**config.mk**
```make
export PLATFORM = sky130hd
export DESIGN_NAME = json_string_unescape_utf8
export DESIGN_NICKNAME = d
export VERILOG_FILES = /design/src/rtl/jsu_pkg.sv /design/src/rtl/jsu_front.sv /design/src/rtl/jsu_fifo.sv /design/src/rtl/jsu_back.sv /design/src/rtl/json_string_unescape_utf8.sv
export SDC_FILE = /design/constraint.sdc
export NUM_CORES = 1
export LEC_CHECK = 0
export ABC_AREA = 1
export ABC_CLOCK_PERIOD_IN_PS = 6000
export BUFFER_PORTS_ARGS = -buffer_cell sky130_fd_sc_hd__buf_4
export CAP_MARGIN = 10
export CORE_MARGIN = 2
export CORE_UTILIZATION = 57
export CTS_CLUSTER_DIAMETER = 50
export CTS_CLUSTER_SIZE = 28
export DETAILED_ROUTE_END_ITERATION = 12
export GPL_ROUTABILITY_DRIVEN = 0
export PLACE_DENSITY = 0.77
export SLEW_MARGIN = 10
export SYNTH_ARGS = -nofsm -noshare
export SYNTH_HDL_FRONTEND = slang
export SYNTH_HIERARCHICAL = 1
export SYNTH_SLANG_ARGS = --single-unit
```
**constraint.sdc**
```tcl
create_clock -name clk -period 6 [get_ports clk]
set_input_delay 1.2 -clock clk [delete_from_list [all_inputs] [get_ports clk]]
set_output_delay 1.2 -clock clk [all_outputs]
set_load 0.01 [all_outputs]
```
**src/rtl/jsu_pkg.sv**
```systemverilog
// Shared types and codes for the JSON string unescaper.
package jsu_pkg;

  localparam logic [1:0] KIND_BYTE  = 2'd0;
  localparam logic [1:0] KIND_DONE  = 2'd1;
  localparam logic [1:0] KIND_ERROR = 2'd2;

  localparam logic [2:0] ERR_NONE      = 3'd0;
  localparam logic [2:0] ERR_NO_QUOTE  = 3'd1;
  localparam logic [2:0] ERR_ESCAPE    = 3'd2;
  localparam logic [2:0] ERR_HEX       = 3'd3;
  localparam logic [2:0] ERR_SURROGATE = 3'd4;
  localparam logic [2:0] ERR_CONTROL   = 3'd5;

  localparam int PKT_DEPTH = 4;

  // All results caused by one accepted byte.
  typedef struct packed {
    logic [2:0]      n;
    logic [3:0][7:0] bytes;
    logic [1:0]      kind;
    logic [2:0]      error_code;
    logic [15:0]     decoded_length;
  } jsu_pkt_t;

endpackage

```
**src/rtl/jsu_front.sv**
```systemverilog
// Front end: escape/hex/surrogate decoding and UTF-8 encoding, one byte a cycle while take is high.
module jsu_front #(
  parameter int LENGTH_BITS = 16
) (
  input  logic              clk,
  input  logic              rst,
  input  logic              take,
  input  logic [7:0]        in_byte,
  input  logic              begin_req,
  output logic              pkt_valid,
  output jsu_pkg::jsu_pkt_t pkt
);
  import jsu_pkg::*;

  localparam logic [2:0] MODE_NORMAL  = 3'd0;
  localparam logic [2:0] MODE_ESC     = 3'd1;
  localparam logic [2:0] MODE_HEX1    = 3'd2;
  localparam logic [2:0] MODE_WANT_BS = 3'd3;
  localparam logic [2:0] MODE_WANT_U  = 3'd4;
  localparam logic [2:0] MODE_HEX2    = 3'd5;
  localparam logic [2:0] MODE_DONE    = 3'd6;

  logic [2:0]             mode, mode_eff, mode_next;
  logic [1:0]             digits, digits_eff, digits_next;
  logic [15:0]            accum, accum_eff, accum_next;
  logic [9:0]             high, high_eff, high_next;
  logic [LENGTH_BITS-1:0] byte_count, count_eff, count_next;
  logic [LENGTH_BITS:0]   count_sum;
  logic [31:0]            count_wide;
  logic [15:0]            code;
  logic [4:0]             hex;
  logic                   enc;
  logic [20:0]            cp;
  jsu_pkt_t               p;

  function automatic logic [4:0] hex_val(input logic [7:0] b);
    logic [4:0] r;
    r = 5'd0;
    if (b >= 8'h30 && b <= 8'h39) r = {1'b1, 4'(b - 8'h30)};
    else if (b >= 8'h41 && b <= 8'h46) r = {1'b1, 4'(b - 8'h37)};
    else if (b >= 8'h61 && b <= 8'h66) r = {1'b1, 4'(b - 8'h57)};
    return r;
  endfunction

  always_comb begin
    mode_eff   = begin_req ? MODE_NORMAL : mode;
    digits_eff = begin_req ? 2'd0 : digits;
    accum_eff  = begin_req ? 16'd0 : accum;
    high_eff   = begin_req ? 10'd0 : high;
    count_eff  = begin_req ? '0 : byte_count;
    count_wide = 32'(count_eff);

    mode_next   = mode_eff;
    digits_next = digits_eff;
    accum_next  = accum_eff;
    high_next   = high_eff;
    hex         = hex_val(in_byte);
    code        = {accum_eff[11:0], hex[3:0]};
    enc         = 1'b0;
    cp          = 21'd0;
    p           = '0;
    p.kind      = KIND_BYTE;
    p.error_code = ERR_NONE;

    unique case (mode_eff)
      MODE_NORMAL: begin
        if (in_byte == 8'h22) begin
          p.n = 3'd1;
          p.kind = KIND_DONE;
          p.decoded_length = (count_wide > 32'hFFFF) ? 16'hFFFF : count_wide[15:0];
          mode_next = MODE_DONE;
        end else if (in_byte == 8'h5C) begin
          mode_next = MODE_ESC;
        end else if (in_byte == 8'h00) begin
          p.n = 3'd1; p.kind = KIND_ERROR; p.error_code = ERR_NO_QUOTE;
          mode_next = MODE_DONE;
        end else if (in_byte < 8'h20) begin
          p.n = 3'd1; p.kind = KIND_ERROR; p.error_code = ERR_CONTROL;
          mode_next = MODE_DONE;
        end else begin
          p.n = 3'd1; p.bytes[0] = in_byte;
        end
      end
      MODE_ESC: begin
        mode_next = MODE_NORMAL;
        p.n = 3'd1;
        case (in_byte)
          8'h22, 8'h5C, 8'h2F: p.bytes[0] = in_byte;
          8'h62: p.bytes[0] = 8'h08;
          8'h66: p.bytes[0] = 8'h0C;
          8'h6E: p.bytes[0] = 8'h0A;
          8'h72: p.bytes[0] = 8'h0D;
          8'h74: p.bytes[0] = 8'h09;
          8'h75: begin
            p.n = 3'd0;
            mode_next = MODE_HEX1;
            digits_next = 2'd0;
            accum_next = 16'd0;
          end
          default: begin
            p.kind = KIND_ERROR; p.error_code = ERR_ESCAPE;
            mode_next = MODE_DONE;
          end
        endcase
      end
      MODE_HEX1, MODE_HEX2: begin
        if (!hex[4]) begin
          p.n = 3'd1; p.kind = KIND_ERROR; p.error_code = ERR_HEX;
          mode_next = MODE_DONE;
        end else begin
          accum_next = code;
          if (digits_eff != 2'd3) begin
            digits_next = digits_eff + 2'd1;
          end else begin
            digits_next = 2'd0;
            if (mode_eff == MODE_HEX1) begin
              if (code >= 16'hD800 && code <= 16'hDBFF) begin
                high_next = code[9:0];
                mode_next = MODE_WANT_BS;
              end else begin
                enc = 1'b1;
                cp = 21'(code);
                mode_next = MODE_NORMAL;
              end
            end else if (code < 16'hDC00 || code > 16'hDFFF) begin
              p.n = 3'd1; p.kind = KIND_ERROR; p.error_code = ERR_SURROGATE;
              mode_next = MODE_DONE;
            end else begin
              enc = 1'b1;
              cp = 21'({high_eff, code[9:0]}) + 21'h10000;
              mode_next = MODE_NORMAL;
            end
          end
        end
      end
      MODE_WANT_BS: begin
        if (in_byte == 8'h5C) begin
          mode_next = MODE_WANT_U;
        end else begin
          p.n = 3'd1; p.kind = KIND_ERROR; p.error_code = ERR_SURROGATE;
          mode_next = MODE_DONE;
        end
      end
      MODE_WANT_U: begin
        if (in_byte == 8'h75) begin
          mode_next = MODE_HEX2;
          digits_next = 2'd0;
          accum_next = 16'd0;
        end else begin
          p.n = 3'd1; p.kind = KIND_ERROR; p.error_code = ERR_SURROGATE;
          mode_next = MODE_DONE;
        end
      end
      default: mode_next = MODE_DONE;
    endcase

    if (enc) begin
      if (cp <= 21'h7F) begin
        p.n = 3'd1;
        p.bytes[0] = cp[7:0];
      end else if (cp <= 21'h7FF) begin
        p.n = 3'd2;
        p.bytes[0] = {3'b110, cp[10:6]};
        p.bytes[1] = {2'b10, cp[5:0]};
      end else if (cp <= 21'hFFFF) begin
        p.n = 3'd3;
        p.bytes[0] = {4'b1110, cp[15:12]};
        p.bytes[1] = {2'b10, cp[11:6]};
        p.bytes[2] = {2'b10, cp[5:0]};
      end else begin
        p.n = 3'd4;
        p.bytes[0] = {5'b11110, cp[20:18]};
        p.bytes[1] = {2'b10, cp[17:12]};
        p.bytes[2] = {2'b10, cp[11:6]};
        p.bytes[3] = {2'b10, cp[5:0]};
      end
    end

    // saturating length count; at most four bytes per beat
    count_sum = {1'b0, count_eff} + (LENGTH_BITS + 1)'(p.n);
    if (p.kind != KIND_BYTE) count_next = count_eff;
    else if (count_sum[LENGTH_BITS]) count_next = '1;
    else count_next = count_sum[LENGTH_BITS-1:0];
  end

  assign pkt       = p;
  assign pkt_valid = take && (p.n != 3'd0);

  always_ff @(posedge clk) begin
    if (rst) begin
      mode       <= MODE_NORMAL;
      digits     <= 2'd0;
      accum      <= 16'd0;
      high       <= 10'd0;
      byte_count <= '0;
    end else if (take) begin
      mode       <= mode_next;
      digits     <= digits_next;
      accum      <= accum_next;
      high       <= high_next;
      byte_count <= count_next;
    end
  end

endmodule

```
**src/rtl/jsu_fifo.sv**
```systemverilog
// Short queue of decoded packets between front and back ends.
module jsu_fifo (
  input  logic              clk,
  input  logic              rst,
  input  logic              wr,
  input  jsu_pkg::jsu_pkt_t wdata,
  output logic              full,
  input  logic              rd,
  output jsu_pkg::jsu_pkt_t rdata,
  output logic              empty
);
  import jsu_pkg::*;

  localparam int PW = $clog2(PKT_DEPTH);

  jsu_pkt_t      slots [PKT_DEPTH];
  logic [PW-1:0] wptr, rptr;
  logic [PW:0]   fill;

  assign full  = (fill == (PW + 1)'(PKT_DEPTH));
  assign empty = (fill == '0);
  assign rdata = slots[rptr];

  always_ff @(posedge clk) begin
    if (wr && !full) slots[wptr] <= wdata;
  end

  always_ff @(posedge clk) begin
    if (rst) begin
      wptr <= '0;
      rptr <= '0;
      fill <= '0;
    end else begin
      if (wr && !full) wptr <= wptr + 1'b1;
      if (rd && !empty) rptr <= rptr + 1'b1;
      case ({wr && !full, rd && !empty})
        2'b10:   fill <= fill + 1'b1;
        2'b01:   fill <= fill - 1'b1;
        default: fill <= fill;
      endcase
    end
  end

endmodule

```
**src/rtl/jsu_back.sv**
```systemverilog
// Back end: splits packets into single results behind an output register.
module jsu_back (
  input  logic              clk,
  input  logic              rst,
  input  logic              q_empty,
  input  jsu_pkg::jsu_pkt_t q_data,
  output logic              q_rd,
  output logic [7:0]        out_byte,
  output logic [1:0]        kind,
  output logic [2:0]        error_code,
  output logic [15:0]       decoded_length,
  output logic              last,
  output logic              empty,
  input  logic              pop
);
  import jsu_pkg::*;

  jsu_pkt_t   cur;
  logic       cur_valid;
  logic [1:0] idx;
  logic       out_valid;
  logic       load, cur_last;

  assign cur_last = ({1'b0, idx} + 3'd1) == cur.n;
  assign load     = cur_valid && (!out_valid || pop);
  assign q_rd     = !q_empty && (!cur_valid || (load && cur_last));
  assign empty    = !out_valid;

  always_ff @(posedge clk) begin
    if (rst) begin
      cur_valid <= 1'b0;
      idx       <= 2'd0;
      out_valid <= 1'b0;
    end else begin
      if (q_rd) begin
        cur_valid <= 1'b1;
        idx       <= 2'd0;
      end else if (load && cur_last) begin
        cur_valid <= 1'b0;
      end else if (load) begin
        idx <= idx + 2'd1;
      end
      if (load) out_valid <= 1'b1;
      else if (pop) out_valid <= 1'b0;
    end
  end

  always_ff @(posedge clk) begin
    if (q_rd) cur <= q_data;
    if (load) begin
      out_byte       <= cur.bytes[idx];
      kind           <= cur.kind;
      error_code     <= cur.error_code;
      decoded_length <= cur.decoded_length;
      last           <= cur_last;
    end
  end

endmodule

```
**src/rtl/json_string_unescape_utf8.sv**
```systemverilog
// Top level of the JSON string unescaper with UTF-8 output.
//
//   channel  | handshake    | beat
//   ---------+--------------+------------------------------------------------
//   input    | push / full  | in_byte, begin_req
//   result   | pop / empty  | out_byte, kind, error_code, decoded_length, last
//
// One input byte is taken per cycle while the packet queue has room; the front
// end decodes it in the same cycle. Results leave at one per cycle while pop is high,
// so a beat that yields up to four UTF-8 bytes holds the back end until all have left.
// Input stalls when the four-entry packet queue fills, behind a stalled pop or
// behind multi-byte beats arriving faster than one result a cycle drains them.
// Synchronous reset empties the queue and returns the decoder to plain text.
module json_string_unescape_utf8 #(
  parameter int LENGTH_BITS = 16
) (
  input  logic        clk,
  input  logic        rst,
  input  logic [7:0]  in_byte,
  input  logic        begin_req,
  input  logic        push,
  output logic        full,
  output logic [7:0]  out_byte,
  output logic [1:0]  kind,
  output logic [2:0]  error_code,
  output logic [15:0] decoded_length,
  output logic        last,
  output logic        empty,
  input  logic        pop
);
  import jsu_pkg::*;

  jsu_pkt_t f_pkt, q_data;
  logic     f_valid, q_empty, q_rd, take;

  assign take = push && !full;

  jsu_front #(.LENGTH_BITS(LENGTH_BITS)) u_front (
    .clk      (clk),
    .rst      (rst),
    .take     (take),
    .in_byte  (in_byte),
    .begin_req(begin_req),
    .pkt_valid(f_valid),
    .pkt      (f_pkt)
  );

  jsu_fifo u_fifo (
    .clk  (clk),
    .rst  (rst),
    .wr   (f_valid),
    .wdata(f_pkt),
    .full (full),
    .rd   (q_rd),
    .rdata(q_data),
    .empty(q_empty)
  );

  jsu_back u_back (
    .clk           (clk),
    .rst           (rst),
    .q_empty       (q_empty),
    .q_data        (q_data),
    .q_rd          (q_rd),
    .out_byte      (out_byte),
    .kind          (kind),
    .error_code    (error_code),
    .decoded_length(decoded_length),
    .last          (last),
    .empty         (empty),
    .pop           (pop)
  );

endmodule

```
-- Yosys cells after proc, flatten, opt, wreduce, memory -nomap -nowiden
Memory sizes are Yosys's and may differ from the RTL's. A register that Yosys moved wholly into a read port is not among the register bits.
Index checks and enable logic that the tools add are counted.
- bits in registers: 88
- memories: 1
- bits of input ports: 13
- bits in writable memories: 224
- output and inout port bits: 32
- memories (name ; depth ; bits a word ; read ports ; clocked after Yosys merged registers in ; wr ports ; line ; text):
    u_fifo.slots ; 4 ; 56 ; 1 ; 1 ; 1 ; jsu_fifo.sv:16 ; jsu_pkt_t slots [PKT_DEPTH];
- bitwise gates (word level): 1
- eq/ne operators: 19
- reduce and logical (&&, ||, !) cells: 33
- add/subtract/negate cells: 12
- magnitude comparators: 15
- mux-type cells: 94
- operators by type and width (cell ; count):
    $mux 16 ; 11
    $mux 21 ; 5
    $mux 10 ; 6
    $mux 5 ; 12
    $eq 8x7->1 const B ; 7
    $mux 3 ; 17
    $mux 8 ; 6
    $pmux 8 s6 ; 1
    $mux 35 ; 1
    $pmux 16 s2 ; 1
    $pmux 5 s5 ; 1
    $mux 24 ; 1
    $mux 22 ; 1
    $add 20x17->21 const B ; 1
    $le 21x11->1 const B ; 1
    $le 21x16->1 const B ; 1
    $le 21x7->1 const B ; 1
    $add 16x3->17 ; 1
    $bmux 8 s2 ; 1
    $eq 8x6->1 const B ; 2
    $ge 16x16->1 const B ; 1
    $ge 8x7->1 const B ; 2
    $gt 16x16->1 const B ; 1
    $le 16x16->1 const B ; 1
    40 further kinds ; 91

-- Depth between registers and ports, before layout
- depth after elaboration: 22
- mapped depth: 31

-- By module
The synthesis kept the hierarchy.
- modules (own cells, without submodules) (module ; instances ; seq. area each (µm²) ; area an instance (µm²) ; cells each):
    jsu_fifo ; 1 ; 6906.6 ; 9175.0 ; 612
    jsu_front ; 1 ; 860.8 ; 4979.8 ; 894
    jsu_back ; 1 ; 2662.6 ; 3104.2 ; 174
    json_string_unescape_utf8 ; 1 ; 0.0 ; 10.0 ; 2

-- Worst setup path after synthesis
OpenSTA, ideal clock, no wires.
- kind: input port to flip-flop
- from: input begin_req
- to: memory u_fifo/slots[0][0] in the netlist's numbering, enable pin
- stages on the path: 15
- setup slack: 0.133 ns
- arrival time: 5.397 ns
- path buffers: 3
- path through: buf_4 clkbuf_1 buf_1 nor2_1 ha_1 inv_1 nor2_2 nand2_1 nand2_1 nand2_1 o2111ai_1 nor2_1 nor2_1 nand2_1 nor2_1
- word-level cells in the longest chain between the ends: 18
- elaborated cells on any way between the ends: 49
- those cells by class: 1 x add/sub; 7 x order compare; 6 x eq/ne; 27 x mux; 8 x reduce/logical
- ends and longest elaborated chain (item ; line ; text):
    start: declaration ; json_string_unescape_utf8.sv:20 ; input logic begin_req,
    $mux 16 ; jsu_front.sv:48 ; accum_eff = begin_req ? 16'd0 : accum;
    $lt 16x16->1, or another cell as far along ; jsu_front.sv:125 ; end else if (code < 16'hDC00 || code > 16'hDFFF) begin
    $logic_or 1x1->1 / $logic_and 1x1->1 (equally long branches) ; jsu_front.sv:125, jsu_front.sv:117 ;
    $mux 21 / $mux 16 (equally long branches) ; jsu_front.sv:125, jsu_front.sv:117 ;
    $mux 21 ; jsu_front.sv:116 ; if (mode_eff == MODE_HEX1) begin
    $mux 21 ; jsu_front.sv:112 ; if (digits_eff != 2'd3) begin
    $mux 21 ; jsu_front.sv:107 ; if (!hex[4]) begin
    $mux 21 ; jsu_front.sv:65 ; unique case (mode_eff)
    [... 3 more ...] ; - ;
    $mux 3 ; jsu_front.sv:158 ; if (cp <= 21'h7F) begin
    $mux 35 * ; jsu_front.sv:157 ; if (enc) begin
    $reduce_bool 3->1 * ; jsu_front.sv:187 ; assign pkt_valid = take && (p.n != 3'd0);
    $logic_and 1x1->1 * ; jsu_front.sv:187 ;
    named net f_valid ; json_string_unescape_utf8.sv:34 ; logic f_valid, q_empty, q_rd, take;
    $logic_and 1x1->1 * ; jsu_fifo.sv:25 ; if (wr && !full) slots[wptr] <= wdata;
    $mux 1 * ; jsu_fifo.sv:25 ;
    $mux 1 (not written as such) * ; jsu_fifo.sv:25 ;
    end: declaration ; jsu_fifo.sv:16 ;
Mark *: on every way through the listed nets, which the timed path passes. The rest lies on a longest branch.

==> results by group <==
Status
  • Status: finished, final reports clean

Finish
  • Share of cells above drive strength 1: 13.72%
  • Post-Layout Cell Count: 2117
  • Fin nets: 1734
  • Diode count: 0
  • Commonest cells after routing, fill and taps aside: edfxtp_1 (310), nor2_1 (248), nand2_1 (226)
  • Commonest non-fill, non-tap cell in the layout: edfxtp_1
  • Final Util: 63.90%
  • Syn-to-layout area delta: 9.963%

Yosys
  • Number of enable flip-flop cells after synthesis: 310
  • Ys flop type: edfxtp_1
  • Mean Syn Cell Area: 10.27 sq um
  • Netlist Area Pre-Place: 0.01727 sq mm
  • Post-synthesis sequential area ratio: 60.40%
  • Post-synth cell types: 56
  • Synth Warn #: 6
  • Post-Synthesis Cells: 1682
  • Flops & latches, synth: 366
  • Post-synth ARST share: 0%

STA
  • Worst clock skew: 0.02869 ns
  • RSZ-0062 raised after global routing: no
  • Fmax: 180.5 MHz
  • Worst setup margin: 0.4608 ns
  • Setup violators final: 0
  • Max-slew violations: 0
  • Min Clock Period, post-route: 5.539 ns
  • Final period util: 92.32%
  • Slew Limit Headroom: 28.32%
  • Fin. Hold Viols: 0
  • Setup_tns: 0 ns
  • Least-Margin Pin Slew: 1.073 ns

Clock network
  • Clk sink count: 366
  • Worst-case clock buffer depth: 3
  • Clk_lat worst skew: 0.58 ns
  • Hold-fix buffers, CTS: 0
  • Inserted Clock Buffers: 30
  • Clock transition at path regs: 0.08 ns
  • H-tree depth: 1
  • TritonCTS clock tree: done
  • CTS Root Buffer Type: clkbuf_16

Placed design
  • DP HPWL: 25020 um
  • Port bufs: 44
  • Pre-CTS WS: 0.06186 ns
  • Placed cell count: 2061

Setup path
  • Worst reg2reg path endpoint: u_front/byte_count[7]
  • CP Launch Point: in_byte[0]
  • Most used cell, CP: nand2_1
  • CP arrival: 5.97 ns
  • Crit Path Class: input port to flop
  • R2r setup slk: 0.87 ns
  • Critical Path End: u_front/byte_count[7]
  • CP Max Fanout: 16
  • Slowest CP cell: fa_1
  • Worst r2r src: u_front/mode[1]
  • Cells on worst reg2reg path: 25
  • CP Launch Type: input port
  • Largest stage delay on the critical path: 0.44 ns
  • Data required, critical path: 6.43 ns
  • CP endpoint kind: flop

GRT
  • Initial antenna violation count: 0
  • All-Layer GR Usage: 24.68%
  • Number of global-route vias before repair: 11.67k
  • Total grt overflow: 0
  • First-pass GRT wire length: 61760 um
  • Largest net degree at the start of global routing: 63

Power and ir drop
  • PwrDens: 409.1 mW/mm^2
  • Leakage: 0.007158 uW
  • Power Total: 7768 uW
  • Maximum vdd drop: 255.0 uV

Floorplan
  • Die area: 0.03171 sq mm
  • Vert. Die Dim: 178.1 um
  • FP Rows: 63
  • Initial core utilization: 58.11%
  • Die W: 178.1 um
  • CORE AREA: 0.02972 sq mm
  • I/O pin count: 45

Routing
  • Post-detailed-route wirelength per cell: 18.34 um
  • ANT nets after route: 0
  • Vias: 12.45k
  • DRC: 0
  • Vias/cell: 5.883
  • 1st-iter DRT viols: 1574
  • Post-Route WL: 38820 um
  • Detailed Routing Iterations Pass 1: 6

Flow run
  • Max_cap viols: 0

Hold path
  • HP Class: flop to flop
[sequential cells by signal, indices dropped and copies added, names as in the netlist, 3 cells and up, named ones only]
name,cells
u_fifo/slots,224
u_front/byte_count,16
u_back/error_code,3
u_front/mode,3
u_back/decoded_length,16
u_back/cur,56
u_front/accum,12
u_back/out_byte,8
u_front/high,10
u_fifo/fill,3
[where the power goes]
part	total (uW)	leakage, uW	internal, uW	switching, uW
Clock	2090	0.000531	1090	1010
Combinational	1930	0.00312	603	1330
Sequential	3750	0.00351	3510	236
Total	7770	0.00716	5200	2570
[worst min path at each step]
stage	to	slack (ns)	cells past startpoint	start
2_1_floorplan	u_back/decoded_length[0]	0.40	0	u_back/cur[0]
3_3_place_gp	u_back/decoded_length[2]	0.40	0	u_back/cur[2]
3_5_place_dp	u_back/decoded_length[5]	0.41	0	u_back/cur[5]
4_1_cts	u_back/decoded_length[8]	0.42	0	u_back/cur[8]
5_1_grt	u_back/decoded_length[8]	0.43	0	u_back/cur[8]
6_report	u_back/decoded_length[8]	0.42	0	u_back/cur[8]
[what timing repair did]
action | 4_1_cts | 5_1_grt
buffers inserted | 0 | 0
setup endpoints to repair | 0 | 1
resized for setup | 0 | 2
[synthesized netlist by cell type (all sizes together), types with 3 or more instances]
cell type | n | area, sq um
a211oi | 4 | 30.03
a21boi | 3 | 22.52
a21oi | 59 | 310.3
a221oi | 5 | 43.79
a31oi | 5 | 31.28
buf | 44 | 350.3
clkbuf | 37 | 138.9
dfxtp | 56 | 1121
edfxtp | 310 | 9309
ha | 16 | 200.2
inv | 171 | 651.9
nand2 | 239 | 944.6
nand3 | 60 | 360.3
nand4 | 30 | 193.9
nor2 | 288 | 1304
nor3 | 20 | 116.4
nor4 | 6 | 43.79
o2111ai | 3 | 26.28
o211ai | 11 | 82.58
o21ai | 210 | 1066
o221ai | 6 | 52.55
o22ai | 66 | 575.6
o31ai | 4 | 30.03
xor2 | 16 | 140.1
[kinds of logic after synthesis]
family	share of synthesized area, %
compound gates	13.34
xor+xnor	0.9057
fa+ha+maj	1.391
buf+inv	6.637
flops	60.40
other cells	0.02172
simple gates	17.31
[worst max-delay path, delay by kind of cell]
family,cells,cell delay (ns)
AO/OA/AOI/OAI,6,0.74
adder cells (fa/ha/maj),3,0.92
buffers and inverters,7,1.22
AND/OR/NAND/NOR,14,1.88
[layout make-up]
class                   instances  area [sq um]
clock inverters                25         316.6
flip-flops and latches        366         10430
inverters                     172         660.6
clock buffers                  31         764.5
fillers                      2217         10730
well taps                     390         488.0
multi-input cells            1065          5741
repair buffers                 68         585.6
[through the flow]
stage	hold slack [ns]	cell area, sq um
2_1_floorplan	0.4003	17280
3_3_place_gp	0.4002	17900
3_5_place_dp	0.4072	17900
4_1_cts	0.4188	18980
5_1_grt	0.4267	18990
6_report	0.4225	18990
[layer usage]
| metal | track usage, % | vias to the layer above | wire length, um |
|---|---|---|---|
| met5 | 0 | - | 0 |
| met4 | 7.445 | 0 | 1123 |
| met3 | 3.794 | 93 | 3187 |
| met2 | 39.60 | 590 | 18010 |
| met1 | 34.96 | 5894 | 16490 |
| li1 | - | 5877 | - |
Power figures use the tool's default switching activity.
